## config.mk

```make
export PLATFORM = sky130hd
export DESIGN_NAME = dqs_ctrl
export DESIGN_NICKNAME = d
export VERILOG_FILES = /design/src/rtl/core/dqs_pkg.sv /design/src/rtl/core/dqs_ctrl.sv
export SDC_FILE = /design/constraint.sdc
export NUM_CORES = 1
export LEC_CHECK = 0
export BUFFER_PORTS_ARGS = -buffer_cell sky130_fd_sc_hd__buf_2
export CAP_MARGIN = 10
export CORE_AREA = 2 2 127 129
export DETAILED_ROUTE_END_ITERATION = 8
export DIE_AREA = 0 0 129 131
export PLACE_DENSITY_LB_ADDON = 0.3
export SLEW_MARGIN = 20
export SYNTH_ARGS = -nofsm -noshare
export SYNTH_HDL_FRONTEND = slang
export SYNTH_SLANG_ARGS = --single-unit
```

## constraint.sdc

```tcl
create_clock -name clk -period 5.2 [get_ports clk]
set_clock_uncertainty 0.1 [all_clocks]
set_input_delay 0.78 -clock clk [delete_from_list [all_inputs] [get_ports clk]]
set_output_delay 0.78 -clock clk [all_outputs]
set_load 0.01 [all_outputs]
```

## src/rtl/core/dqs_pkg.sv

```systemverilog
// ----------------------------------------------------------------------------
// dqs_pkg
// Shared types and codes for the double-ended queue with search: the beat
// formats of both channels, the command codes and the status codes.
// ----------------------------------------------------------------------------
package dqs_pkg;

  localparam int DEPTH_DEFAULT = 256;
  localparam int DATA_W        = 32;
  localparam int OCC_W         = 9;

  localparam logic [2:0] CMD_PUSH_FRONT = 3'd0;
  localparam logic [2:0] CMD_PUSH_BACK  = 3'd1;
  localparam logic [2:0] CMD_POP_FRONT  = 3'd2;
  localparam logic [2:0] CMD_POP_BACK   = 3'd3;
  localparam logic [2:0] CMD_SEARCH     = 3'd4;

  localparam logic [1:0] ST_OK    = 2'd0;
  localparam logic [1:0] ST_EMPTY = 2'd1;
  localparam logic [1:0] ST_FULL  = 2'd2;

  typedef struct packed {
    logic [2:0]               cmd;
    logic signed [DATA_W-1:0] value;
  } req_beat_t;

  typedef struct packed {
    logic [1:0]               status;
    logic signed [DATA_W-1:0] popped_value;
    logic                     found;
    logic [OCC_W-1:0]         occupancy;
  } rsp_beat_t;

endpackage

```

## src/rtl/core/dqs_ctrl.sv

```systemverilog
// ----------------------------------------------------------------------------
// dqs_ctrl
// Command sequencer: keeps the front index and the count, issues store
// writes for pushes and reads for pops, and walks the live entries one per
// cycle for a search. Holds each result until the output register takes it.
// ----------------------------------------------------------------------------
module dqs_ctrl #(
  parameter int DEPTH = dqs_pkg::DEPTH_DEFAULT,
  parameter int AW    = $clog2(DEPTH),
  parameter int CW    = $clog2(DEPTH + 1)
) (
  input  logic                       clk,
  input  logic                       rst,
  input  logic                       in_valid,
  input  dqs_pkg::req_beat_t         in_beat,
  output logic                       in_stall,
  output logic                       res_valid,
  output dqs_pkg::rsp_beat_t         res,
  input  logic                       res_ready,
  output logic                       we,
  output logic [AW-1:0]              waddr,
  output logic [dqs_pkg::DATA_W-1:0] wdata,
  output logic [AW-1:0]              raddr,
  input  logic [dqs_pkg::DATA_W-1:0] rdata
);

  localparam int SW = CW + 1;
  localparam int XW = (CW > dqs_pkg::OCC_W) ? CW : dqs_pkg::OCC_W;

  typedef enum logic [3:0] {
    S_IDLE = 4'b0001,
    S_READ = 4'b0010,
    S_SCAN = 4'b0100,
    S_DONE = 4'b1000
  } state_t;

  state_t                     state;
  logic [AW-1:0]              front;
  logic [CW-1:0]              count;
  logic [CW-1:0]              left;
  logic [AW-1:0]              ptr;
  logic [dqs_pkg::DATA_W-1:0] key;
  logic [1:0]                 status;
  logic [dqs_pkg::DATA_W-1:0] popped;
  logic                       found;

  logic          accept;
  logic          is_full;
  logic          is_empty;
  logic [AW-1:0] front_dec;
  logic [AW-1:0] front_inc;
  logic [AW-1:0] ptr_inc;
  logic [SW-1:0] back_sum;
  logic [SW-1:0] last_sum;
  logic [SW-1:0] back_wrap;
  logic [SW-1:0] last_wrap;
  logic [AW-1:0] back_addr;
  logic [AW-1:0] last_addr;
  logic [XW-1:0] count_ext;

  assign accept   = in_valid && (state == S_IDLE);
  assign in_stall = (state != S_IDLE);
  assign is_full  = (count == CW'(DEPTH));
  assign is_empty = (count == '0);

  assign front_dec = (front == '0) ? AW'(DEPTH - 1) : front - AW'(1);
  assign front_inc = (front == AW'(DEPTH - 1)) ? '0 : front + AW'(1);
  assign ptr_inc   = (ptr == AW'(DEPTH - 1)) ? '0 : ptr + AW'(1);

  assign back_sum  = SW'(front) + SW'(count);
  assign last_sum  = back_sum - SW'(1);
  assign back_wrap = (back_sum >= SW'(DEPTH)) ? back_sum - SW'(DEPTH) : back_sum;
  assign last_wrap = (last_sum >= SW'(DEPTH)) ? last_sum - SW'(DEPTH) : last_sum;
  assign back_addr = back_wrap[AW-1:0];
  assign last_addr = last_wrap[AW-1:0];

  assign we    = accept && !is_full &&
                 (in_beat.cmd == dqs_pkg::CMD_PUSH_FRONT ||
                  in_beat.cmd == dqs_pkg::CMD_PUSH_BACK);
  assign waddr = (in_beat.cmd == dqs_pkg::CMD_PUSH_FRONT) ? front_dec : back_addr;
  assign wdata = in_beat.value;

  always_comb begin
    if (state == S_SCAN) begin
      raddr = ptr;
    end else if (in_beat.cmd == dqs_pkg::CMD_POP_BACK) begin
      raddr = last_addr;
    end else begin
      raddr = front;
    end
  end

  assign count_ext        = XW'(count);
  assign res_valid        = (state == S_DONE);
  assign res.status       = status;
  assign res.popped_value = popped;
  assign res.found        = found;
  assign res.occupancy    = count_ext[dqs_pkg::OCC_W-1:0];

  always_ff @(posedge clk) begin
    if (rst) begin
      state <= S_IDLE;
      front <= '0;
      count <= '0;
    end else begin
      case (state)
        S_IDLE: begin
          if (accept) begin
            key    <= in_beat.value;
            status <= dqs_pkg::ST_OK;
            popped <= '0;
            found  <= 1'b0;
            state  <= S_DONE;
            case (in_beat.cmd)
              dqs_pkg::CMD_PUSH_FRONT: begin
                if (is_full) begin
                  status <= dqs_pkg::ST_FULL;
                end else begin
                  front <= front_dec;
                  count <= count + CW'(1);
                end
              end
              dqs_pkg::CMD_PUSH_BACK: begin
                if (is_full) begin
                  status <= dqs_pkg::ST_FULL;
                end else begin
                  count <= count + CW'(1);
                end
              end
              dqs_pkg::CMD_POP_FRONT: begin
                if (is_empty) begin
                  status <= dqs_pkg::ST_EMPTY;
                end else begin
                  front <= front_inc;
                  count <= count - CW'(1);
                  state <= S_READ;
                end
              end
              dqs_pkg::CMD_POP_BACK: begin
                if (is_empty) begin
                  status <= dqs_pkg::ST_EMPTY;
                end else begin
                  count <= count - CW'(1);
                  state <= S_READ;
                end
              end
              dqs_pkg::CMD_SEARCH: begin
                if (is_empty) begin
                  status <= dqs_pkg::ST_EMPTY;
                end else begin
                  ptr   <= front_inc;
                  left  <= count;
                  state <= S_SCAN;
                end
              end
              default: begin
              end
            endcase
          end
        end
        S_READ: begin
          popped <= rdata;
          state  <= S_DONE;
        end
        S_SCAN: begin
          ptr <= ptr_inc;
          if (rdata == key) begin
            found <= 1'b1;
            state <= S_DONE;
          end else if (left == CW'(1)) begin
            state <= S_DONE;
          end else begin
            left <= left - CW'(1);
          end
        end
        S_DONE: begin
          if (res_ready) begin
            state <= S_IDLE;
          end
        end
        default: begin
          state <= S_IDLE;
        end
      endcase
    end
  end

  a_count_bound: assert property (@(posedge clk) disable iff (rst)
    count <= CW'(DEPTH))
    else $error("count exceeds depth");

  a_front_bound: assert property (@(posedge clk) disable iff (rst)
    SW'(front) < SW'(DEPTH))
    else $error("front index out of range");

  a_scan_left: assert property (@(posedge clk) disable iff (rst)
    (state == S_SCAN) |-> (left != '0))
    else $error("search walk with no entries left");

  a_done_count: assert property (@(posedge clk) disable iff (rst)
    (state == S_DONE) |=> $stable(count) && $stable(front))
    else $error("queue changed while a result was pending");

  a_search_walk: assert property (@(posedge clk) disable iff (rst)
    (accept && in_beat.cmd == dqs_pkg::CMD_SEARCH && !is_empty) |=> (state == S_SCAN))
    else $error("search on a non-empty queue did not start a walk");

endmodule

```

**Word level (Yosys, flattened, before mapping)**

Index checks and enable logic that the tools add are counted.

- Input bits: 71
- Bits in writable memories: 0
- Output and inout port bits: 95
- Bits in latches: 0
- Register bits: 105
- Memories kept: 0
- Bits in read-only memories: 0

- Div/mod/pow operators: 0
- $add $sub $neg: 10
- Reductions and logical operators: 23
- Mux-type cells: 39
- Bitwise logic cells: 1
- Multipliers: 0
- Magnitude comparators: 2
- Equality and inequality tests: 26
- Shift-type cells: 0

Operators by type and width:

| kind | number |
|---|---|
| $mux 8 | 12 |
| $pmux 32 s2 | 1 |
| $mux 9 | 7 |
| $pmux 9 s2 | 2 |
| $eq 32x32->1 | 1 |
| $mux 32 | 1 |
| $pmux 8 s2 | 2 |
| $mux 4 | 6 |
| $sub 8x1->8 const B | 3 |
| $ge 10x9->1 const B | 2 |
| $sub 9x1->9 const B | 2 |
| $add 8x1->8 const B | 2 |
| $eq 8x8->1 const B | 2 |
| $ne 2x2->1 const B | 8 |
| $pmux 4 s4 | 1 |
| $reduce_and 5->1 | 3 |
| $add 8x9->10 | 1 |
| $sub 10x1->10 const B | 1 |
| $add 9x1->9 const B | 1 |
| $eq 9x1->1 const B | 1 |
| $eq 9x9->1 const B | 1 |
| $logic_not 9->1 | 1 |
| $reduce_and 3->1 | 3 |
| $logic_not 8->1 | 1 |
| 25 further kinds | 36 |

**Logic depth before layout (Yosys ltp)**

Gate-level depths: netlist of run 1.

- Depth in word-level cells: 6
- Gate-level depth with buffers: 10
- Mapped depth without buffers: 9

**Least setup slack after synthesis of run 1**

OpenSTA, ideal clock, no wires.

- Path type: reg-to-output
- From: register count[0]
- To: output port raddr[7]
- Setup slack: 1,908 ps
- Stages on the path, launching flop included: 10
- Buffers on the path: 0
- Data arrival time: 2,412 ps
- Required time: 4,320 ps
- Cell sequence: dfxtp_1 > ha_1 > inv_1 > fa_1 > nor2b_1 > o31a_1 > o211ai_1 > nor4_1 > xnor2_1 > o31ai_1

- Word-level cells in the longest chain between the ends: 6

Ends and longest elaborated chain:

| element | RTL line | text |
|---|---|---|
| start, declared | dqs_ctrl.sv:39 | `logic [CW-1:0] count;` |
| start signal, assigned | dqs_ctrl.sv:120 | `count <= count + CW'(1);` |
| start signal, assigned | dqs_ctrl.sv:127 | `count <= count + CW'(1);` |
| start signal, assigned | dqs_ctrl.sv:135 | `count <= count - CW'(1);` |
| $add 8x9->10 * | dqs_ctrl.sv:70 | `assign back_sum = SW'(front) + SW'(count);` |
| $sub 10x1->10 * | dqs_ctrl.sv:71 | `assign last_sum = back_sum - SW'(1);` |
| $sub 8x1->8 / $ge 10x9->1 (equally long branches) | dqs_ctrl.sv:73 | `assign last_wrap = (last_sum >= SW'(DEPTH)) ? last_sum - SW'(DEPTH) : last_sum;` |
| $mux 8 * | dqs_ctrl.sv:73 |  |
| $mux 8 * | dqs_ctrl.sv:86 | `end else if (in_beat.cmd == dqs_pkg::CMD_POP_BACK) begin` |
| $mux 8 * | dqs_ctrl.sv:84 | `if (state == S_SCAN) begin` |
| end, declared | dqs_ctrl.sv:23 | `output logic [AW-1:0] raddr,` |

Mark *: on every way between the ends. The rest lies on a longest branch, timed or not.

**Worst setup path in the final report of run 1**

Same ends and word-level chain as after synthesis.

==> run metrics, run 1 <==
run status completed; Period minus WS final 3980 ps; pin count of the biggest net entering global routing 36; clk_lat worst skew 350 ps; Routed WL around 16000 µm; WL/cell 17.3 µm; Power, Total 2010 µW; Max Fclk 251 MHz; Startpoint Class flop; adder-cell share of the synthesized area under 10%; Antenna Diode Count 0; CP required 4320 ps; WHS 472 ps; Post-Synth Simple-Gate Area a little under a fifth; VDD IR max 0.000161 V; I/O Buffers 165; Fin. Hold Viols 0; Int Power 1430 µW; post-synthesis compound-gate area fraction 12.2%; Cells after Synth 600; dpl hpwl 12300 µm; sw frac approximately 29%; CP Max Fanout 7; Async SR Flop Fraction 0%; Clock Power Share 32.5%; Lkg Pwr 0.00298 µW; Die Ht 131 µm; setup TNS 0 ps; die width around 130 µm; clock buffer depth 2; slowest CP cell dfxtp_1; Slew Limit Fails 0; Cell Pwr Density ~280 mW/mm²; CP arrival between 3000 and 4000 ps; mean area per synthesized cell 10.2 µm²; Synth cell types approximately 60; Syn. warnings 0; critical path type flop to primary output; initial antenna violation count 0; Post-CTS Setup Repair Bufs 0; Total Routing Usage GR 19.5%; clock slew at reported path FFs 80 ps; Starting Density 39.3%; Top-Level Pins 166; Worst Hold Class flop to flop; Worst Tran Pin Value ~1000 ps; vias post-DR 4974; Max stage delay on crit path 530 ps; DR iter-0 viols roughly 420; total gr overflow 0; Rows 46; vias per inst roughly 5.3; CP Cell Sequence ha_1 > inv_1 > fa_1 > nor2b_1 > o31a_1 > o211ai_1 > nor4_1 > xnor2_1 > o31ai_1 > buf_2; part of the power in registers 48.9%; RSZ-0062 raised after global routing no; largest family of logic cells by synthesized area simple AND/OR/NAND/NOR gates; #FFs+latches synth 105; proportion of layout cells with a drive suffix above 1 26.8%; CTS Buf Count 9; vias in the first global route ~4800; area delta synth->final 18.2%; Comb power frac 18.6%; gp weighted congestion 0.927; CORE AREA 0.0156 mm²; Finished Core Util a little under half; Primary FF master, synth edfxtp_1; first-pass GRT wire length approximately 25000 µm; DR pass1 iterations 5; filler instances between 1500 and 2000; Net Sw Power 578 µW; die area around 0.017 mm²; CP Buf/Inv Count 2; Slew Limit Headroom 32.7%; Syn Nets 694; Post-Syn Area 0.00613 mm²; EDFF count, synth 84; CTS tree built; Crit. End Element primary output; Post-Synth XOR/XNOR Area 9.58%; sequential-to-total area share from yosys stat 48.0%; Final #Nets 821; H-tree Lvls 3; Sink Count 105; Tcrit/Tclk final 76.6%; final setup violation count 0; ANT nets after route 0; CP delay by family, top adder cells; drc violations 0; max cap viols 0; Post-CTS Resized 0; mux contribution to synthesized area less than 1%; hold_buf cts 0; clock tree root driver cell clkbuf_16
## power groups by stage
stage	sequential, µW	combinational (µW)	clock (µW)
5_1_grt	987	416	705
3_3_place_gp	999	364	0
4_1_cts	983	371	673
6_report	982	374	653
2_1_floorplan	997	241	0
3_5_place_dp	1000	368	0
## cells in the mapped netlist, drive strengths merged, types with 4 or more instances
library cell   n  area, µm²
a211oi         5       37.5
a21oi         31        155
a31oi          5       31.3
and2          36        225
and3           6       37.5
buf           35        256
clkbuf        19       71.3
dfxtp         21        420
edfxtp        84       2520
ha            21        263
inv           17       63.8
mux2i          4       40.0
nand2         45        171
nand2b         5       31.3
nand3         15       75.1
nor2          41        154
nor2b          4       25.0
nor3          17       85.1
nor4          14       87.6
nor4b          5       58.8
o211ai         4       30.0
o21ai         37        185
o22ai          5       31.3
o31ai          4       30.0
or3            7       43.8
xnor2         20        175
xor2          47        412
## registers in the layout, summed over array words and instances (netlist names)
signal	cells
found	1
ptr	8
front	8
count	9
key	32
status	2
state	4
popped	32
left	9
## per-stage QoR
step                worst slack [ps]  cell area (µm²)  instances
global placement                1710             6940        931
finish                          1220             7240        947
detailed placement              1570             6940        931
global route                     957             7240        947
CTS                             1200             7220        946
floorplan                       1910             6130        600
## placed cells by master, fill, tap and decap left out, types with 17 or more instances in the layout
| cell type | count |
|---|---|
| a21oi_1 | 31 |
| and2_1 | 36 |
| buf_2 | 165 |
| dfxtp_1 | 21 |
| edfxtp_1 | 84 |
| ha_1 | 21 |
| inv_1 | 17 |
| nand2_1 | 44 |
| nor2_1 | 39 |
| nor3_1 | 17 |
| o21ai_0 | 37 |
| xnor2_1 | 20 |
| xor2_1 | 47 |
## final cells by class
cell class	instances	area, µm²	share of cell area, %
flip-flops and latches	105	2940	40.6
clock buffers	9	225	3.11
repair buffers	170	876	12.1
well taps	216	270	3.73
multi-input cells	423	2800	38.7
inverters	18	67.6	0.933
clock inverters	6	53.8	0.743
## layer usage
layer	global-route usage, %	routed length (µm)
met1	24.6	7000
met2	32.9	7710
met3	5.99	1420
met4	4.92	228
met5	0	0
## worst min-delay path, cell delays in order (launching register included)
cell and delay [ps]:
dfxtp_1 390, nand2_1 90, a21oi_1 50
## final timing paths
check                         from                     to  slack, ps  cells after the start
max reg2reg  state[2]$_SDFFE_PP0P_      left[8]$_DFFE_PP_       1990                      3
min          front[1]$_SDFFE_PP0P_  front[1]$_SDFFE_PP0P_        470                      2
max          count[0]$_SDFFE_PP0P_               raddr[7]       1220                     10
min reg2reg  front[1]$_SDFFE_PP0P_  front[1]$_SDFFE_PP0P_        470                      2
## kinds of logic after synthesis
family                     count (synthesis)
xor gates and xnor gates                  67
buffers and inverters                     72
AOI/OAI and AO/OA                        120
muxes                                      4
DFF                                      105
adders and majority gates                 23
and+or+nand+nor                          209
No activity file was read; power rests on OpenSTA's default activity.
==> run 2: changes to the inputs <==
ABC_AREA = 1   (was default)
CORE_AREA = 2 2 130 132   (was 2 2 127 129)
DIE_AREA = 0 0 132 134   (was 0 0 129 131)
clock period = 3.6 ns   (was 5.2 ns; I/O delays follow)
==> run 2 against run 1 <==
Net effect:
- setup slack got worse by 930 ps
- first-iteration DRC count decreased by 41%
- combinational power increased to 4.1 times the previous value
- synthesized area increased by 5.2%
- global-route usage decreased by 1.0 points
- highest routed layer unchanged
==> run metrics, run 2 <==
clk_lat worst skew 360 ps; Post-CTS Setup Repair Bufs 0; run status completed; clock slew at reported path FFs 80 ps; Cell Pwr Density roughly 560 mW/mm²; sequential-to-total area share from yosys stat 45.6%; commonest non-fill, non-tap cell in the layout nand2_1; Slew Limit Headroom 42.7%; first-pass GRT wire length between 20000 and 30000 µm; Cells after Synth around 800; critical path type flop to primary output; area delta synth->final 18.1%; Fin. Hold Viols 0; Total Routing Usage GR about 18%; clock tree root driver cell clkbuf_16; CP Max Fanout 6; Primary FF master, synth edfxtp_1; vias per inst 4.80; Syn. warnings 0; CP required 2960 ps; CORE AREA ~0.016 mm²; Worst Tran Pin Value 855 ps; ANT nets after route 0; most frequent cells in the layout 196 x nand2_1, 165 x buf_2, 111 x inv_1; Async SR Flop Fraction 0%; Sink Count 105; Top-Level Pins 166; CTS Buf Count 9; Power, Total between 4000 and 5000 µW; Startpoint Class flop; filler instances 1604; Worst Hold Class primary input to flop; dpl hpwl 12500 µm; Max Fclk 302 MHz; CTS tree built; final setup violation count 0; die area 0.0177 mm²; CP arrival about 2700 ps; initial antenna violation count 0; vias post-DR between 5000 and 6000; H-tree Lvls 3; setup TNS 0 ps; most instantiated cells after synthesis 196 x nand2_1, 111 x inv_1, 87 x nor2_1; max cap viols 0; die width 132 µm; DR pass1 iterations 5; pin count of the biggest net entering global routing 34; proportion of layout cells with a drive suffix above 1 23.1%; Antenna Diode Count 0; vias in the first global route 5072; Routed WL approximately 16000 µm; mean area per synthesized cell 8.10 µm²; Crit. End Element primary output; RSZ-0062 raised after global routing no; drc violations 0; Lkg Pwr 0.00366 µW; top area cells in the synthesized netlist edfxtp_1 39%, nand2_1 11%, dfxtp_1 6.5%, inv_1 6.5%, nor2_1 5.1%; Starting Density 39.6%; Final #Nets 1025; Tcrit/Tclk final 92.0%; clock buffer depth 2; Syn Nets 890; total gr overflow 0; Die Ht 134 µm; Rows 47; setup ws final about 290 ps; most frequent cell after synthesis nand2_1; Post-Syn Area 0.00645 mm²; #FFs+latches synth 105; I/O Buffers approximately 170; top cell type's share of synthesized area 39.1%; Slew Limit Fails 0; Largest regs key x32, popped x32; Period minus WS final 3310 ps; gp weighted congestion about 0.93; Synth cell types 42; EDFF count, synth between 80 and 90; Synth area leader edfxtp_1; pre-CTS setup slack 630 ps; DR iter-0 viols 246; VDD IR max between 0.0002 and 0.0003 V; WL/cell 14.0 µm
[run 2: changes by cell type after synthesis, sizes merged, moves of 7 or more]
cell / before / now
o21ai: 37 / 51
nor3: 17 / 7
inv: 17 / 118
nand3: 15 / 40
nand2: 45 / 198
and2: 36 / 1
or3: 7 / 0
nor4: 14 / 2
nor2: 41 / 94
clkbuf: 19 / 9
xor2: 47 / 12
[run 2: final cells by class]
| cell class | count | area (µm²) | area share (%) |
|---|---|---|---|
| Tap cell | 220 | 275 | 3.62 |
| Timing Repair Buffer | 174 | 893 | 11.7 |
| Multi-Input combinational cell | 521 | 2750 | 36.1 |
| Clock buffer | 9 | 225 | 2.96 |
| Clock inverter | 7 | 78.8 | 1.04 |
| Inverter | 120 | 450 | 5.92 |
| Sequential cell | 105 | 2950 | 38.7 |
[run 2: path summary, 6_finish.rpt]
path,from,end,slack (ps),depth (start not counted)
worst max-delay path,count[1]$_SDFFE_PP0P_,raddr[7],290,12
worst min-delay path,in_beat[1],key[1]$_DFFE_PP_,270,1
worst max register to register,state[2]$_SDFFE_PP0P_,left[5]$_DFFE_PP_,1160,10
worst min register to register,count[8]$_SDFFE_PP0P_,count[8]$_SDFFE_PP0P_,430,2
[run 2: cell families (layout without fill, tap and decap cells)]
| logic type | after synthesis | after routing | share of synthesized area, % |
|---|---|---|---|
| flops | 105 | 105 | 45.6 |
| mux | 1 | 1 | 0.155 |
| xor+xnor | 35 | 35 | 4.75 |
| simple gates | 359 | 359 | 24.1 |
| fa+ha+maj | 23 | 23 | 4.70 |
| buf+inv | 170 | 310 | 12.1 |
| compound gates | 103 | 103 | 8.62 |
[run 2: what timing repair did]
action	CTS	global route
resized for setup	0	2
hold endpoints to repair	0	0
hold buffers	0	0
setup endpoints to repair	0	1
[run 2: critical path: stages, from the launching register on]
cell and delay (ps):
dfxtp_1 460, inv_1 140, fa_1 600, nand2_1 70
nor2_1 190, nand3_1 100, nor2_1 230, nand3_1 110
nand2_1 70, nand3_1 80, nand2_1 100, nand2_1 50
buf_2 130
[run 2: report_power, final]
part	switching [µW]	internal, µW	total [µW]
Combinational	980	545	1530
Sequential	151	1620	1770
Clock	491	495	987
[run 2: stage by stage]
stage	util [%]	instance area [µm²]	cells	hold slack [ps]
2_1_floorplan	-	6450	796	413
3_3_place_gp	44.9	7310	1140	419
3_5_place_dp	44.9	7310	1140	428
4_1_cts	46.7	7610	1156	251
5_1_grt	46.7	7610	1156	250
6_report	46.7	7610	1156	268
[run 2: layer usage]
layer | wire [µm] | up-vias | GRT usage, %
li1 | - | 2813 | -
met1 | 7390 | 2522 | 23.9
met2 | 7510 | 188 | 30.5
met3 | 1040 | 25 | 4.76
met4 | 250 | 0 | 5.74
met5 | 0 | - | 0
